[config.mk]
export PLATFORM = sky130hd
export DESIGN_NAME = bounded_fifo_with_drop_policy
export DESIGN_NICKNAME = d
export VERILOG_FILES = /design/src/rtl/bfd_pkg.sv /design/src/rtl/bfd_ctrl.sv /design/src/rtl/bfd_datapath.sv /design/src/rtl/bounded_fifo_with_drop_policy.sv
export SDC_FILE = /design/constraint.sdc
export NUM_CORES = 1
export LEC_CHECK = 0
export BUFFER_PORTS_ARGS = -buffer_cell sky130_fd_sc_hd__buf_2
export CORE_MARGIN = 2
export CORE_UTILIZATION = 61
export DETAILED_ROUTE_END_ITERATION = 8
export GPL_ROUTABILITY_DRIVEN = 0
export PLACE_DENSITY = 0.83
export SETUP_SLACK_MARGIN = 0.02
export SKIP_LAST_GASP = 1
export SYNTH_ARGS = -nofsm -noshare
export SYNTH_HDL_FRONTEND = slang
export SYNTH_SLANG_ARGS = --single-unit
[constraint.sdc]
create_clock -name clk_i -period 5.7 [get_ports clk_i]
set_input_delay 0.285 -clock clk_i [delete_from_list [all_inputs] [get_ports clk_i]]
set_output_delay 0.285 -clock clk_i [all_outputs]
set_load 0.005 [all_outputs]
[src/rtl/bfd_pkg.sv]
// bfd_pkg: shared types and constants of the bounded frame descriptor fifo
// holds opcodes, drop codes, config register indexes and field widths
// no dependencies
`default_nettype none

package bfd_pkg;

  localparam int OP_W        = 2;
  localparam int WORD_W      = 32;
  localparam int LEVEL_W     = 5;
  localparam int CODE_W      = 2;
  localparam int CFG_IDX_W   = 2;
  localparam int CFG_DATA_W  = 5;
  localparam int OUT_TDATA_W = 40;

  typedef enum logic [OP_W-1:0] {
    OP_ENQ = 2'd0,
    OP_DEQ = 2'd1,
    OP_CLR = 2'd2
  } bfd_op_e;

  typedef enum logic [CODE_W-1:0] {
    DROP_NONE     = 2'd0,
    DROP_INCOMING = 2'd1,
    DROP_OLD      = 2'd2
  } bfd_drop_e;

  typedef enum logic [CFG_IDX_W-1:0] {
    CFG_LIMIT_EN   = 2'd0,
    CFG_FILL_LIMIT = 2'd1,
    CFG_TAIL_DROP  = 2'd2
  } bfd_cfg_idx_e;

  localparam logic               LIMIT_EN_RST   = 1'b1;
  localparam logic [LEVEL_W-1:0] FILL_LIMIT_RST = 5'd16;
  localparam logic               TAIL_DROP_RST  = 1'b1;

endpackage

`default_nettype wire

[src/rtl/bfd_ctrl.sv]
// bfd_ctrl: handshake controller of the bounded frame descriptor fifo
// decides when an operation executes and when the result register is valid
// depends on no other file
`default_nettype none

module bfd_ctrl (
  input  wire logic clk_i,
  input  wire logic rst_ni,
  input  wire logic in_valid_i,
  output logic      in_ready_o,
  output logic      out_valid_o,
  input  wire logic out_ready_i,
  input  wire logic deq_hit_i,
  output logic      exec_o
);

  typedef enum logic {
    S_IDLE,
    S_WAIT
  } state_e;

  state_e state_q;
  logic   out_valid_q;

  // a new operation goes in when no read is pending and the result slot is empty or drains this cycle
  assign in_ready_o  = (state_q == S_IDLE) && (!out_valid_q || out_ready_i);
  assign exec_o      = in_valid_i && in_ready_o;
  assign out_valid_o = out_valid_q;

  always_ff @(posedge clk_i or negedge rst_ni) begin
    if (!rst_ni) begin
      state_q     <= S_IDLE;
      out_valid_q <= 1'b0;
    end else begin
      case (state_q)
        S_IDLE: begin
          if (exec_o) begin
            if (deq_hit_i) begin
              // memory read data lands next cycle
              state_q     <= S_WAIT;
              out_valid_q <= 1'b0;
            end else begin
              out_valid_q <= 1'b1;
            end
          end else if (out_valid_q && out_ready_i) begin
            out_valid_q <= 1'b0;
          end
        end
        S_WAIT: begin
          state_q     <= S_IDLE;
          out_valid_q <= 1'b1;
        end
        default: begin
          state_q     <= S_IDLE;
          out_valid_q <= 1'b0;
        end
      endcase
    end
  end

`ifndef SYNTHESIS
  a_wait_no_result: assert property (@(posedge clk_i) disable iff (!rst_ni)
    state_q == S_WAIT |-> !out_valid_q)
    else $error("result valid while read data is pending");

  a_wait_one_cycle: assert property (@(posedge clk_i) disable iff (!rst_ni)
    state_q == S_WAIT |=> state_q == S_IDLE && out_valid_q)
    else $error("read wait did not complete in one cycle");

  a_exec_gives_result: assert property (@(posedge clk_i) disable iff (!rst_ni)
    exec_o && !deq_hit_i |=> out_valid_q && state_q == S_IDLE)
    else $error("executed operation produced no result");

  a_no_exec_in_wait: assert property (@(posedge clk_i) disable iff (!rst_ni)
    state_q == S_WAIT |-> !exec_o)
    else $error("operation accepted during read wait");
`endif

endmodule

`default_nettype wire

[src/rtl/bfd_datapath.sv]
// bfd_datapath: word store, head/tail pointers, fill count, config registers
// and the result register of the bounded frame descriptor fifo
// depends on bfd_pkg
`default_nettype none

module bfd_datapath #(
  parameter int DEPTH     = 16,
  parameter int WORD_BITS = 32
) (
  input  wire logic                          clk_i,
  input  wire logic                          rst_ni,
  input  wire logic                          cfg_we_i,
  input  wire logic [bfd_pkg::CFG_IDX_W-1:0] cfg_index_i,
  input  wire logic [bfd_pkg::CFG_DATA_W-1:0] cfg_data_i,
  input  wire logic                          exec_i,
  input  wire logic [bfd_pkg::OP_W-1:0]      op_i,
  input  wire logic [bfd_pkg::WORD_W-1:0]    word_i,
  output logic                               deq_hit_o,
  output logic                               res_valid_o,
  output logic [bfd_pkg::WORD_W-1:0]         res_word_o,
  output logic [bfd_pkg::LEVEL_W-1:0]        res_level_o,
  output logic [bfd_pkg::CODE_W-1:0]         res_code_o
);

  import bfd_pkg::*;

  localparam int AW = $clog2(DEPTH);
  localparam int CW = $clog2(DEPTH + 1);
  localparam int LW = (CW > LEVEL_W) ? CW : LEVEL_W;
  localparam int SW = (WORD_BITS < WORD_W) ? WORD_BITS : WORD_W;

  function automatic logic [AW-1:0] advance(input logic [AW-1:0] idx);
    advance = (idx == AW'(DEPTH - 1)) ? '0 : idx + 1'b1;
  endfunction

  logic [SW-1:0] mem [DEPTH];
  logic [SW-1:0] rdata_q;

  logic [AW-1:0] head_q, head_d, tail_q, tail_d;
  logic [CW-1:0] count_q, count_d;

  logic               lim_en_q, tail_drop_q;
  logic [LEVEL_W-1:0] fill_lim_q;

  logic               res_valid_q, res_valid_d;
  logic [LEVEL_W-1:0] res_level_q;
  bfd_drop_e          res_code_q, res_code_d;

  logic [LW-1:0] eff_limit;
  logic [LW-1:0] count_ext_d;
  logic          at_limit;
  logic          wr_en;
  bfd_op_e       op;

  assign op = bfd_op_e'(op_i);

  always_comb begin
    if (lim_en_q && (LW'(fill_lim_q) < LW'(DEPTH))) begin
      eff_limit = LW'(fill_lim_q);
    end else begin
      eff_limit = LW'(DEPTH);
    end
  end

  assign at_limit = LW'(count_q) >= eff_limit;

  always_comb begin
    head_d      = head_q;
    tail_d      = tail_q;
    count_d     = count_q;
    wr_en       = 1'b0;
    deq_hit_o   = 1'b0;
    res_valid_d = 1'b0;
    res_code_d  = DROP_NONE;
    case (op)
      OP_ENQ: begin
        if (at_limit) begin
          if (tail_drop_q || eff_limit == '0 || count_q == '0) begin
            res_code_d = DROP_INCOMING;
          end else begin
            // head drop: oldest leaves, new word enters, level unchanged
            wr_en      = 1'b1;
            head_d     = advance(head_q);
            tail_d     = advance(tail_q);
            res_code_d = DROP_OLD;
          end
        end else begin
          wr_en   = 1'b1;
          tail_d  = advance(tail_q);
          count_d = count_q + 1'b1;
        end
      end
      OP_DEQ: begin
        if (count_q != '0) begin
          deq_hit_o   = 1'b1;
          res_valid_d = 1'b1;
          head_d      = advance(head_q);
          count_d     = count_q - 1'b1;
        end
      end
      OP_CLR: begin
        head_d  = '0;
        tail_d  = '0;
        count_d = '0;
      end
      default: ;
    endcase
  end

  assign count_ext_d = LW'(count_d);

  always_ff @(posedge clk_i or negedge rst_ni) begin
    if (!rst_ni) begin
      head_q      <= '0;
      tail_q      <= '0;
      count_q     <= '0;
      lim_en_q    <= LIMIT_EN_RST;
      fill_lim_q  <= FILL_LIMIT_RST;
      tail_drop_q <= TAIL_DROP_RST;
    end else begin
      if (exec_i) begin
        head_q  <= head_d;
        tail_q  <= tail_d;
        count_q <= count_d;
      end
      if (cfg_we_i) begin
        case (bfd_cfg_idx_e'(cfg_index_i))
          CFG_LIMIT_EN:   lim_en_q    <= cfg_data_i[0];
          CFG_FILL_LIMIT: fill_lim_q  <= cfg_data_i;
          CFG_TAIL_DROP:  tail_drop_q <= cfg_data_i[0];
          default: ;
        endcase
      end
    end
  end

  // result register, payload only
  always_ff @(posedge clk_i) begin
    if (exec_i) begin
      res_valid_q <= res_valid_d;
      res_level_q <= count_ext_d[LEVEL_W-1:0];
      res_code_q  <= res_code_d;
    end
  end

  always_ff @(posedge clk_i) begin
    if (exec_i && wr_en) begin
      mem[tail_q] <= word_i[SW-1:0];
    end
    if (exec_i && deq_hit_o) begin
      rdata_q <= mem[head_q];
    end
  end

  assign res_valid_o = res_valid_q;
  assign res_word_o  = res_valid_q ? WORD_W'(rdata_q) : '0;
  assign res_level_o = res_level_q;
  assign res_code_o  = res_code_q;

`ifndef SYNTHESIS
  a_count_bound: assert property (@(posedge clk_i) disable iff (!rst_ni)
    count_q <= CW'(DEPTH))
    else $error("fill count exceeds depth");

  a_deq_decrements: assert property (@(posedge clk_i) disable iff (!rst_ni)
    exec_i && deq_hit_o |=> count_q == $past(count_q) - 1'b1)
    else $error("dequeue did not lower the fill count");

  a_clear_empties: assert property (@(posedge clk_i) disable iff (!rst_ni)
    exec_i && op == OP_CLR |=> count_q == '0 && head_q == '0 && tail_q == '0)
    else $error("clear left words in the queue");

  a_head_drop_keeps_level: assert property (@(posedge clk_i) disable iff (!rst_ni)
    exec_i && res_code_d == DROP_OLD |=> $stable(count_q) && count_q != '0)
    else $error("head drop changed the fill count");
`endif

endmodule

`default_nettype wire

[src/rtl/bounded_fifo_with_drop_policy.sv]
// a result is valid in the cycle after its operation is accepted, except for a
// dequeue that returns a word, which first waits in S_WAIT for the registered store read
// throughput: one operation per cycle while results are taken, none while a dequeue waits in S_WAIT
// a waiting result does not block the next operation if it is taken that cycle
// reset: pointers and fill count clear, config registers load their defaults,
// store contents stay undefined until written
`default_nettype none

module bounded_fifo_with_drop_policy #(
  parameter int DEPTH     = 16,
  parameter int WORD_BITS = 32
) (
  input  wire logic                               clk_i,
  input  wire logic                               rst_ni,
  // config write channel
  input  wire logic                               cfg_valid_i,
  output logic                                    cfg_ready_o,
  input  wire logic [bfd_pkg::CFG_IDX_W-1:0]      cfg_index_i,
  input  wire logic [bfd_pkg::CFG_DATA_W-1:0]     cfg_data_i,
  // operation stream
  input  wire logic                               s_axis_tvalid,
  output logic                                    s_axis_tready,
  input  wire logic [bfd_pkg::WORD_W-1:0]         s_axis_tdata,  // frame_word
  input  wire logic [bfd_pkg::OP_W-1:0]           s_axis_tuser,  // opcode
  // result stream
  output logic                                    m_axis_tvalid,
  input  wire logic                               m_axis_tready,
  output logic [bfd_pkg::OUT_TDATA_W-1:0]         m_axis_tdata,  // word_out, fill_level, drop_code, pad
  output logic                                    m_axis_tuser   // word_valid
);

  import bfd_pkg::*;

  logic               exec;
  logic               deq_hit;
  logic               res_valid;
  logic [WORD_W-1:0]  res_word;
  logic [LEVEL_W-1:0] res_level;
  logic [CODE_W-1:0]  res_code;

  assign cfg_ready_o = 1'b1;

  bfd_ctrl u_ctrl (
    .clk_i       (clk_i),
    .rst_ni      (rst_ni),
    .in_valid_i  (s_axis_tvalid),
    .in_ready_o  (s_axis_tready),
    .out_valid_o (m_axis_tvalid),
    .out_ready_i (m_axis_tready),
    .deq_hit_i   (deq_hit),
    .exec_o      (exec)
  );

  bfd_datapath #(
    .DEPTH     (DEPTH),
    .WORD_BITS (WORD_BITS)
  ) u_datapath (
    .clk_i       (clk_i),
    .rst_ni      (rst_ni),
    .cfg_we_i    (cfg_valid_i),
    .cfg_index_i (cfg_index_i),
    .cfg_data_i  (cfg_data_i),
    .exec_i      (exec),
    .op_i        (s_axis_tuser),
    .word_i      (s_axis_tdata),
    .deq_hit_o   (deq_hit),
    .res_valid_o (res_valid),
    .res_word_o  (res_word),
    .res_level_o (res_level),
    .res_code_o  (res_code)
  );

  assign m_axis_tdata = {1'b0, res_code, res_level, res_word};
  assign m_axis_tuser = res_valid;

endmodule

`default_nettype wire
Yosys cells after proc, flatten, opt, wreduce, memory -nomap -nowiden
Memory sizes are Yosys's and may differ from the RTL's. A register that Yosys moved wholly into a read port is not among the register bits.
Index checks and enable logic that the tools add are counted.
{"block": "totals", "ramBits": 512, "latch_bits": 0, "register_bits": 30, "rom_bits": 0, "memories": 1, "in_bits": 46, "out_inout_bits": 44}
{"name": "u_datapath.mem", "depth": 16, "word_bits": 32, "rd": 1, "rd_ports_with_merged_regs": 1, "wr": 1, "line": "bfd_datapath.sv:36", "rtl": "logic [SW-1:0] mem [DEPTH];"}
{"block": "op_classes", "n_mux": 29, "n_lt_le_gt_ge": 2, "div": 0, "multipliers": 0, "addsub": 4, "bitwise": 1, "reduce_logical": 23, "eq_ne": 11, "shifts": 0}
{"cell": "2-to-1 mux 32 bit", "n": 1}
{"cell": "2-to-1 mux 4 bit", "n": 7}
{"cell": "2-to-1 mux 5 bit", "n": 3}
{"cell": "case mux 5 bit (3 select lines)", "n": 1}
{"cell": "2-to-1 mux 1 bit", "n": 12}
{"cell": "case mux 4 bit (3 select lines)", "n": 1}
{"cell": "logical NOT 5 bit", "n": 2}
{"cell": "adder 4 x 1 -> 4 bit (second input constant)", "n": 2}
{"cell": "== test 4 bit (second input constant)", "n": 2}
{"cell": "case mux 4 bit (2 select lines)", "n": 1}
{"cell": "AND reduction 2 bit", "n": 4}
{"cell": "logical AND 1 bit", "n": 6}
{"cell": "adder 5 x 1 -> 5 bit (second input constant)", "n": 1}
{"cell": ">= comparator 5 bit", "n": 1}
{"cell": "< comparator 5 bit (second input constant)", "n": 1}
{"cell": "AND reduction 5 bit", "n": 1}
{"cell": "nonzero test 5 bit", "n": 1}
{"cell": "subtractor 5 x 1 -> 5 bit (second input constant)", "n": 1}
{"cell": "== test 2 x 1 -> 1 bit (second input constant)", "n": 2}
{"cell": "== test 2 bit (second input constant)", "n": 2}
{"cell": "logical NOT 2 bit", "n": 2}
{"cell": "!= test 2 x 1 -> 1 bit (second input constant)", "n": 2}
{"cell": "case mux 1 bit (2 select lines)", "n": 2}
{"cell": "logical OR 1 bit", "n": 3}
{"cell": "9 further kinds", "n": 9}

Depth between registers and ports, before layout
{"block": "depth", "word_depth": 12, "depth_mapped": 11, "depth_no_buf": 8}

Cells and area by module
Synthesis repeated with hierarchy kept, for this count alone.
{"block": "hier_totals", "cells_unflattened": 1010, "area_unflattened_um2": 22564.1}
{"module": "bfd_datapath", "cells_each": 998, "n_inst": 1, "area_per_inst_um2": 22439.0}
{"module": "bfd_ctrl", "cells_each": 8, "n_inst": 1, "area_per_inst_um2": 102.6}
{"module": "bounded_fifo_with_drop_policy", "cells_each": 4, "n_inst": 1, "area_per_inst_um2": 22.5}

Least setup slack after synthesis
OpenSTA, ideal clock, no wires.
{"block": "synth_path", "kind": "register to register", "startpoint": "reg u_datapath.count_q[1]", "endpoint": "reg u_datapath.rdata_q[0] (read register of u_datapath.mem), enable pin", "setup_time_ps": 463, "period_less_slack_ps": 4028, "t_arrival_ps": 3565, "path_buffers": 1, "stages_incl_launch_ff": 7, "slack_ps": 1672, "path_cell_list": "dfrtp_1 > clkbuf_1 > inv_1 > ha_1 > nor4b_4 > nand2b_1 > nor3_1"}
{"block": "synth_between", "elab_chain_len": 4}
{"item": "from (decl)", "line": "bfd_datapath.sv:40", "rtl": "logic [CW-1:0] count_q, count_d;"}
{"item": "from (signal assigned)", "line": "bfd_datapath.sv:124", "rtl": "count_q <= count_d;"}
{"item": "nonzero test 5 bit", "line": "bfd_datapath.sv:94", "rtl": "if (count_q != '0) begin"}
{"item": "2-to-1 mux 1 bit", "line": "bfd_datapath.sv:94"}
{"item": "2-to-1 mux 1 bit"}
{"item": "logical AND 1 bit", "line": "bfd_datapath.sv:150", "rtl": "if (exec_i && deq_hit_o) begin"}
{"item": "to (decl)", "line": "bfd_datapath.sv:37", "rtl": "logic [SW-1:0] rdata_q;"}
Every way passes these cells.
A chain may end at the register's enable or synchronous reset.

Worst setup path in the final report
{"block": "layout_path", "startpoint": "reg u_datapath.lim_en_q", "endpoint": "mem u_datapath.mem[3][26] (netlist bit), enable pin"}
{"block": "layout_between", "elab_chain_len": 11, "word_cells_on_any_way": 12, "cone_classes": "1 x order compare; 6 x mux; 5 x reduce/logical"}
{"item": "from (decl)", "line": "bfd_datapath.sv:42", "rtl": "logic lim_en_q, tail_drop_q;"}
{"item": "from (signal assigned)", "line": "bfd_datapath.sv:128", "rtl": "CFG_LIMIT_EN: lim_en_q <= cfg_data_i[0];"}
{"item": "logical AND 1 bit (*)", "line": "bfd_datapath.sv:58", "rtl": "if (lim_en_q && (LW'(fill_lim_q) < LW'(DEPTH))) begin"}
{"item": "2-to-1 mux 5 bit (*)", "line": "bfd_datapath.sv:58"}
{"item": "parallel branches: the longest is 4 deep, another holds >= comparator 5 bit"}
{"item": "2-to-1 mux 1 bit (*)", "line": "bfd_datapath.sv:77", "rtl": "if (at_limit) begin"}
{"item": "2-to-1 mux 1 bit (*)", "line": "bfd_datapath.sv:75", "rtl": "case (op)"}
{"item": "logical AND 1 bit (*)", "line": "bfd_datapath.sv:147", "rtl": "if (exec_i && wr_en) begin"}
{"item": "2-to-1 mux 1 bit (*)", "line": "bfd_datapath.sv:147"}
{"item": "2-to-1 mux 1 bit (not written as such) (*)", "line": "bfd_datapath.sv:148", "rtl": "mem[tail_q] <= word_i[SW-1:0];"}
{"item": "to (decl)", "line": "bfd_datapath.sv:36"}
Mark *: on every way between the ends.

==> impl_metrics.csv <==
group,metric,value,unit
cells_and_area,areaGrowthSynthToFinish,11.13,%
yosys,yosysWarnings,0,
cells_and_area,multi_input_area,5308,sq um
critical_path,cp_slowest_cell,"and4bb_2",
floorplan,die_w,197.2,um
yosys,synthTopCellsByArea,"edfxtp_1 73%, mux4_2 6.3%, mux2i_1 5.7%, a221oi_1 2.5%, dfrtp_1 2.1%",
run,max_cap_viol_count,0,
yosys,avgSynthCellArea,18.70,sq um
clock_tree,clock_path_buffers,3,
critical_path,critical-path-max-stage-delay,1.04,ns
critical_path,worst-endpoint-required,5.89,ns
critical_path,reg2reg_slack,1.71,ns
timing,finalSetupViolCount,0,
hold_path,hold_class,"primary input to flop",
timing,slew_headroom,28.71,%
yosys,synth.distinct_cells,65,
timing,rsz0062_at_grt,"false",
critical_path,start_kind,"flop",
status,status,"completed",
timing,fin_crit,3.986,ns
global_routing,grt_overflow,0,
yosys,seq_area_frac_synth,75.20,%
routing,drt_wl_total,46750,um
floorplan,start_util,62.07,%
hold_path,hold_end,"u_ctrl.out_valid_o$_DFFE_PN0P_",
yosys,syn_inst,1218,
yosys,ys.flop_type,"edfxtp_1",
clock_tree,cts_tree,"yes",
clock_tree,cts.clk_slew.worst_paths,0.07,ns
yosys,synth_most_common_cell,"edfxtp_1",
critical_path,r2r_start,"u_datapath.lim_en_q$_DFFE_PN1P_",
global_routing,grt_pass1_vias,12310,
cells_and_area,register_area,17140,sq um
cells_and_area,n_antenna_cell,0,
clock_tree,cts-buffers-inserted,53,
placed_design,port_buffers,87,
global_routing,grt_use_total,24.73,%
critical_path,r2r-end,"u_datapath.mem[3][26]$_DFFE_PP_",
routing,via_per_inst,6.580,
hold_path,min_from,"m_axis_tready",
timing,hold_viol_final,0,
floorplan,placementRows,70,
yosys,synth-async-reset-ratio,3.833,%
clock_tree,clock_latency,0.59,ns
clock_tree,htree_levels,2,
cells_and_area,utilization,68.98,%
cells_and_area,drive_gt1_share,20.61,%
yosys,synth_common_cells,"552 x edfxtp_1, 129 x mux2i_1, 65 x a221oi_1, 64 x mux4_2, 45 x nand2_1",
timing,fin_skew,0.02243,ns
hold_path,hold_depth,4,
global_routing,grt_max_degree,71,
timing,fin_crit_sh,69.94,%
critical_path,cp-end-kind,"flop",
routing,drt-initial-drc-count,1260,
critical_path,r2r_cells,8,
routing,route.detailed.drc,0,
pwr,power_leakage,8.513,nW
cells_and_area,finalInstanceArea,25320,sq um
critical_path,path_delay_family,"simple AND/OR/NAND/NOR gates",
critical_path,path_cells,"nor2b_1 > nand2_1 > ha_1 > a211oi_1 > o21ai_1 > a21o_1 > a21boi_2 > and4bb_2",
critical_path,cp_max_fo,32,
critical_path,worstPathArrival,4.18,ns
global_routing,antenna_found_initial,0,
yosys,yosysTopAreaCell,"edfxtp_1",
yosys,synthesis.nets,1276,
timing,slew_viol_final,0,
global_routing,grt_pass1_wl,72210,um
cells_and_area,nFillCells,2160,
placed_design,dp_hpwl,25580,um
clock_tree,cts_root_buf,"clkbuf_16",
yosys,yosys.area.top_type_share,72.77,%
routing,wl_per_cell,25.73,um
critical_path,path_class,"flop to flop",
timing,timing.hold.ws,0.07760,ns
floorplan,core-area,36700,sq um
floorplan,io_pins,90,
yosys,yosys_register_bits,574,
cells_and_area,finalNetCount,1365,
clock_tree,postCtsSetupBuffers,0,
floorplan,dieHeight,197.2,um
floorplan,die_area,38910,sq um
pwr,ir_drop,297.2,uV
routing,vias,11960,
timing,max_slew.worst_pin.slew,1.069,ns
placed_design,placed_area,23620,sq um
routing,drtAntennaViolNets,0,
yosys,syn-cell-area,22780,sq um
clock_tree,post_cts_resized,0,
clock_tree,clock_sinks,574,
timing,fmax,0.2509,GHz
critical_path,cp_num_buf_inv,0,
pwr,pwr_density_cell,438.6,nW/um^2
yosys,synth_edf_count,552,
timing,tns,0,ns
routing,first_pass_iters,6,
## metal layers
metal	up-vias	wire (um)	global-route usage [%]
li1	5182	-	-
met1	6036	18490	34.30
met2	636	23400	40.82
met3	101	3807	4.217
met4	0	1047	7.797
met5	-	0	0
## cells in the final DEF (no fill, tap or decap), types with 7 or more instances in the layout
cell / count
and2_1: 33
nor3_1: 7
mux4_2: 64
nor2b_1: 7
dlygate4sd3_1: 7
buf_4: 10
mux2_2: 7
edfxtp_1: 552
buf_2: 87
a221oi_1: 65
nor2_1: 20
clkinv_2: 18
a21oi_1: 7
o21ai_0: 38
clkbuf_1: 8
dfrtp_1: 17
mux2i_1: 129
ha_1: 12
and3_2: 8
clkinv_1: 13
nand2_1: 45
clkbuf_16: 53
inv_1: 10
a22oi_1: 32
## through the flow
step                setup slack (ns)  power [mW]  cells
floorplan                      1.672       7.066   1218
global placement               1.963       7.698   1713
detailed placement             1.804       7.788   1713
CTS                            1.772       11.12   1817
global route                   1.417       11.51   1817
finish                         1.714       11.10   1817
## worst reg2reg max path, cell delays in order (launching register included)
cell and delay (ns):
dfstp_2 0.52, nor2b_1 0.41, nand2_1 0.11, ha_1 0.30
a211oi_1 0.20, o21ai_1 0.17, a21o_1 0.33, a21boi_2 0.48
and4bb_2 1.04
## timing repair
action | CTS | global route
setup endpoints to repair | 0 | 0
endpoints found under the hold margin | 27 | 0
hold buffers | 7 | 0
## layout make-up
class                           count  share of cell area [%]
Tap cell                          468                   2.313
Sequential cell                   574                   67.70
Clock buffer                       61                   5.358
Clock inverter                     36                   1.053
Inverter                           11                  0.1631
Timing Repair Buffer              106                   2.451
Multi-Input combinational cell    561                   20.97
## kinds of logic (layout without fill, tap and decap cells)
family / Yosys count / after routing / synth area share, %
mux: 202 / 202 / 12.47
other cells: 2 / 2 / 0.03297
compound gates: 184 / 184 / 6.113
xor+xnor: 1 / 1 / 0.03846
fa+ha+maj: 12 / 12 / 0.6591
simple gates: 160 / 160 / 3.845
flops: 574 / 574 / 75.20
buf+inv: 83 / 214 / 1.637
## power breakdown
part / internal, mW / switching (mW)
registers: 4.83 / 0.194
clock network: 1.84 / 1.50
logic: 1.16 / 1.57
## state kept, by name, indices dropped and copies added (netlist names)
register / count
u_datapath.tail_q: 4
u_datapath.mem: 512
u_datapath.res_valid_o: 1
u_datapath.lim_en_q: 1
u_datapath.res_level_o: 5
u_ctrl.out_valid_o: 1
u_datapath.head_q: 4
u_ctrl.state_q: 1
u_datapath.res_code_o: 2
u_datapath.fill_lim_q: 5
u_datapath.count_q: 5
u_datapath.rdata_q: 32
u_datapath.tail_drop_q: 1
## how the worst max path moves through the flow
| stage | from | to | slack [ns] | depth (start not counted) |
|---|---|---|---|---|
| final | u_datapath.lim_en_q$_DFFE_PN1P_ | u_datapath.mem[3][26]$_DFFE_PP_ | 1.71 | 8 |
| after floorplan | u_datapath.count_q[1]$_DFFE_PN0P_ | u_datapath.rdata_q[0]$_DFFE_PP_ | 1.67 | 6 |
| after detailed placement | u_datapath.lim_en_q$_DFFE_PN1P_ | u_datapath.mem[3][18]$_DFFE_PP_ | 1.80 | 8 |
| after global routing | u_datapath.lim_en_q$_DFFE_PN1P_ | u_datapath.mem[0][24]$_DFFE_PP_ | 1.42 | 8 |
| after CTS | u_datapath.lim_en_q$_DFFE_PN1P_ | u_datapath.mem[3][22]$_DFFE_PP_ | 1.77 | 8 |
| after global placement | u_datapath.lim_en_q$_DFFE_PN1P_ | u_datapath.mem[3][19]$_DFFE_PP_ | 1.96 | 8 |
Power figures use the tool's default switching activity.
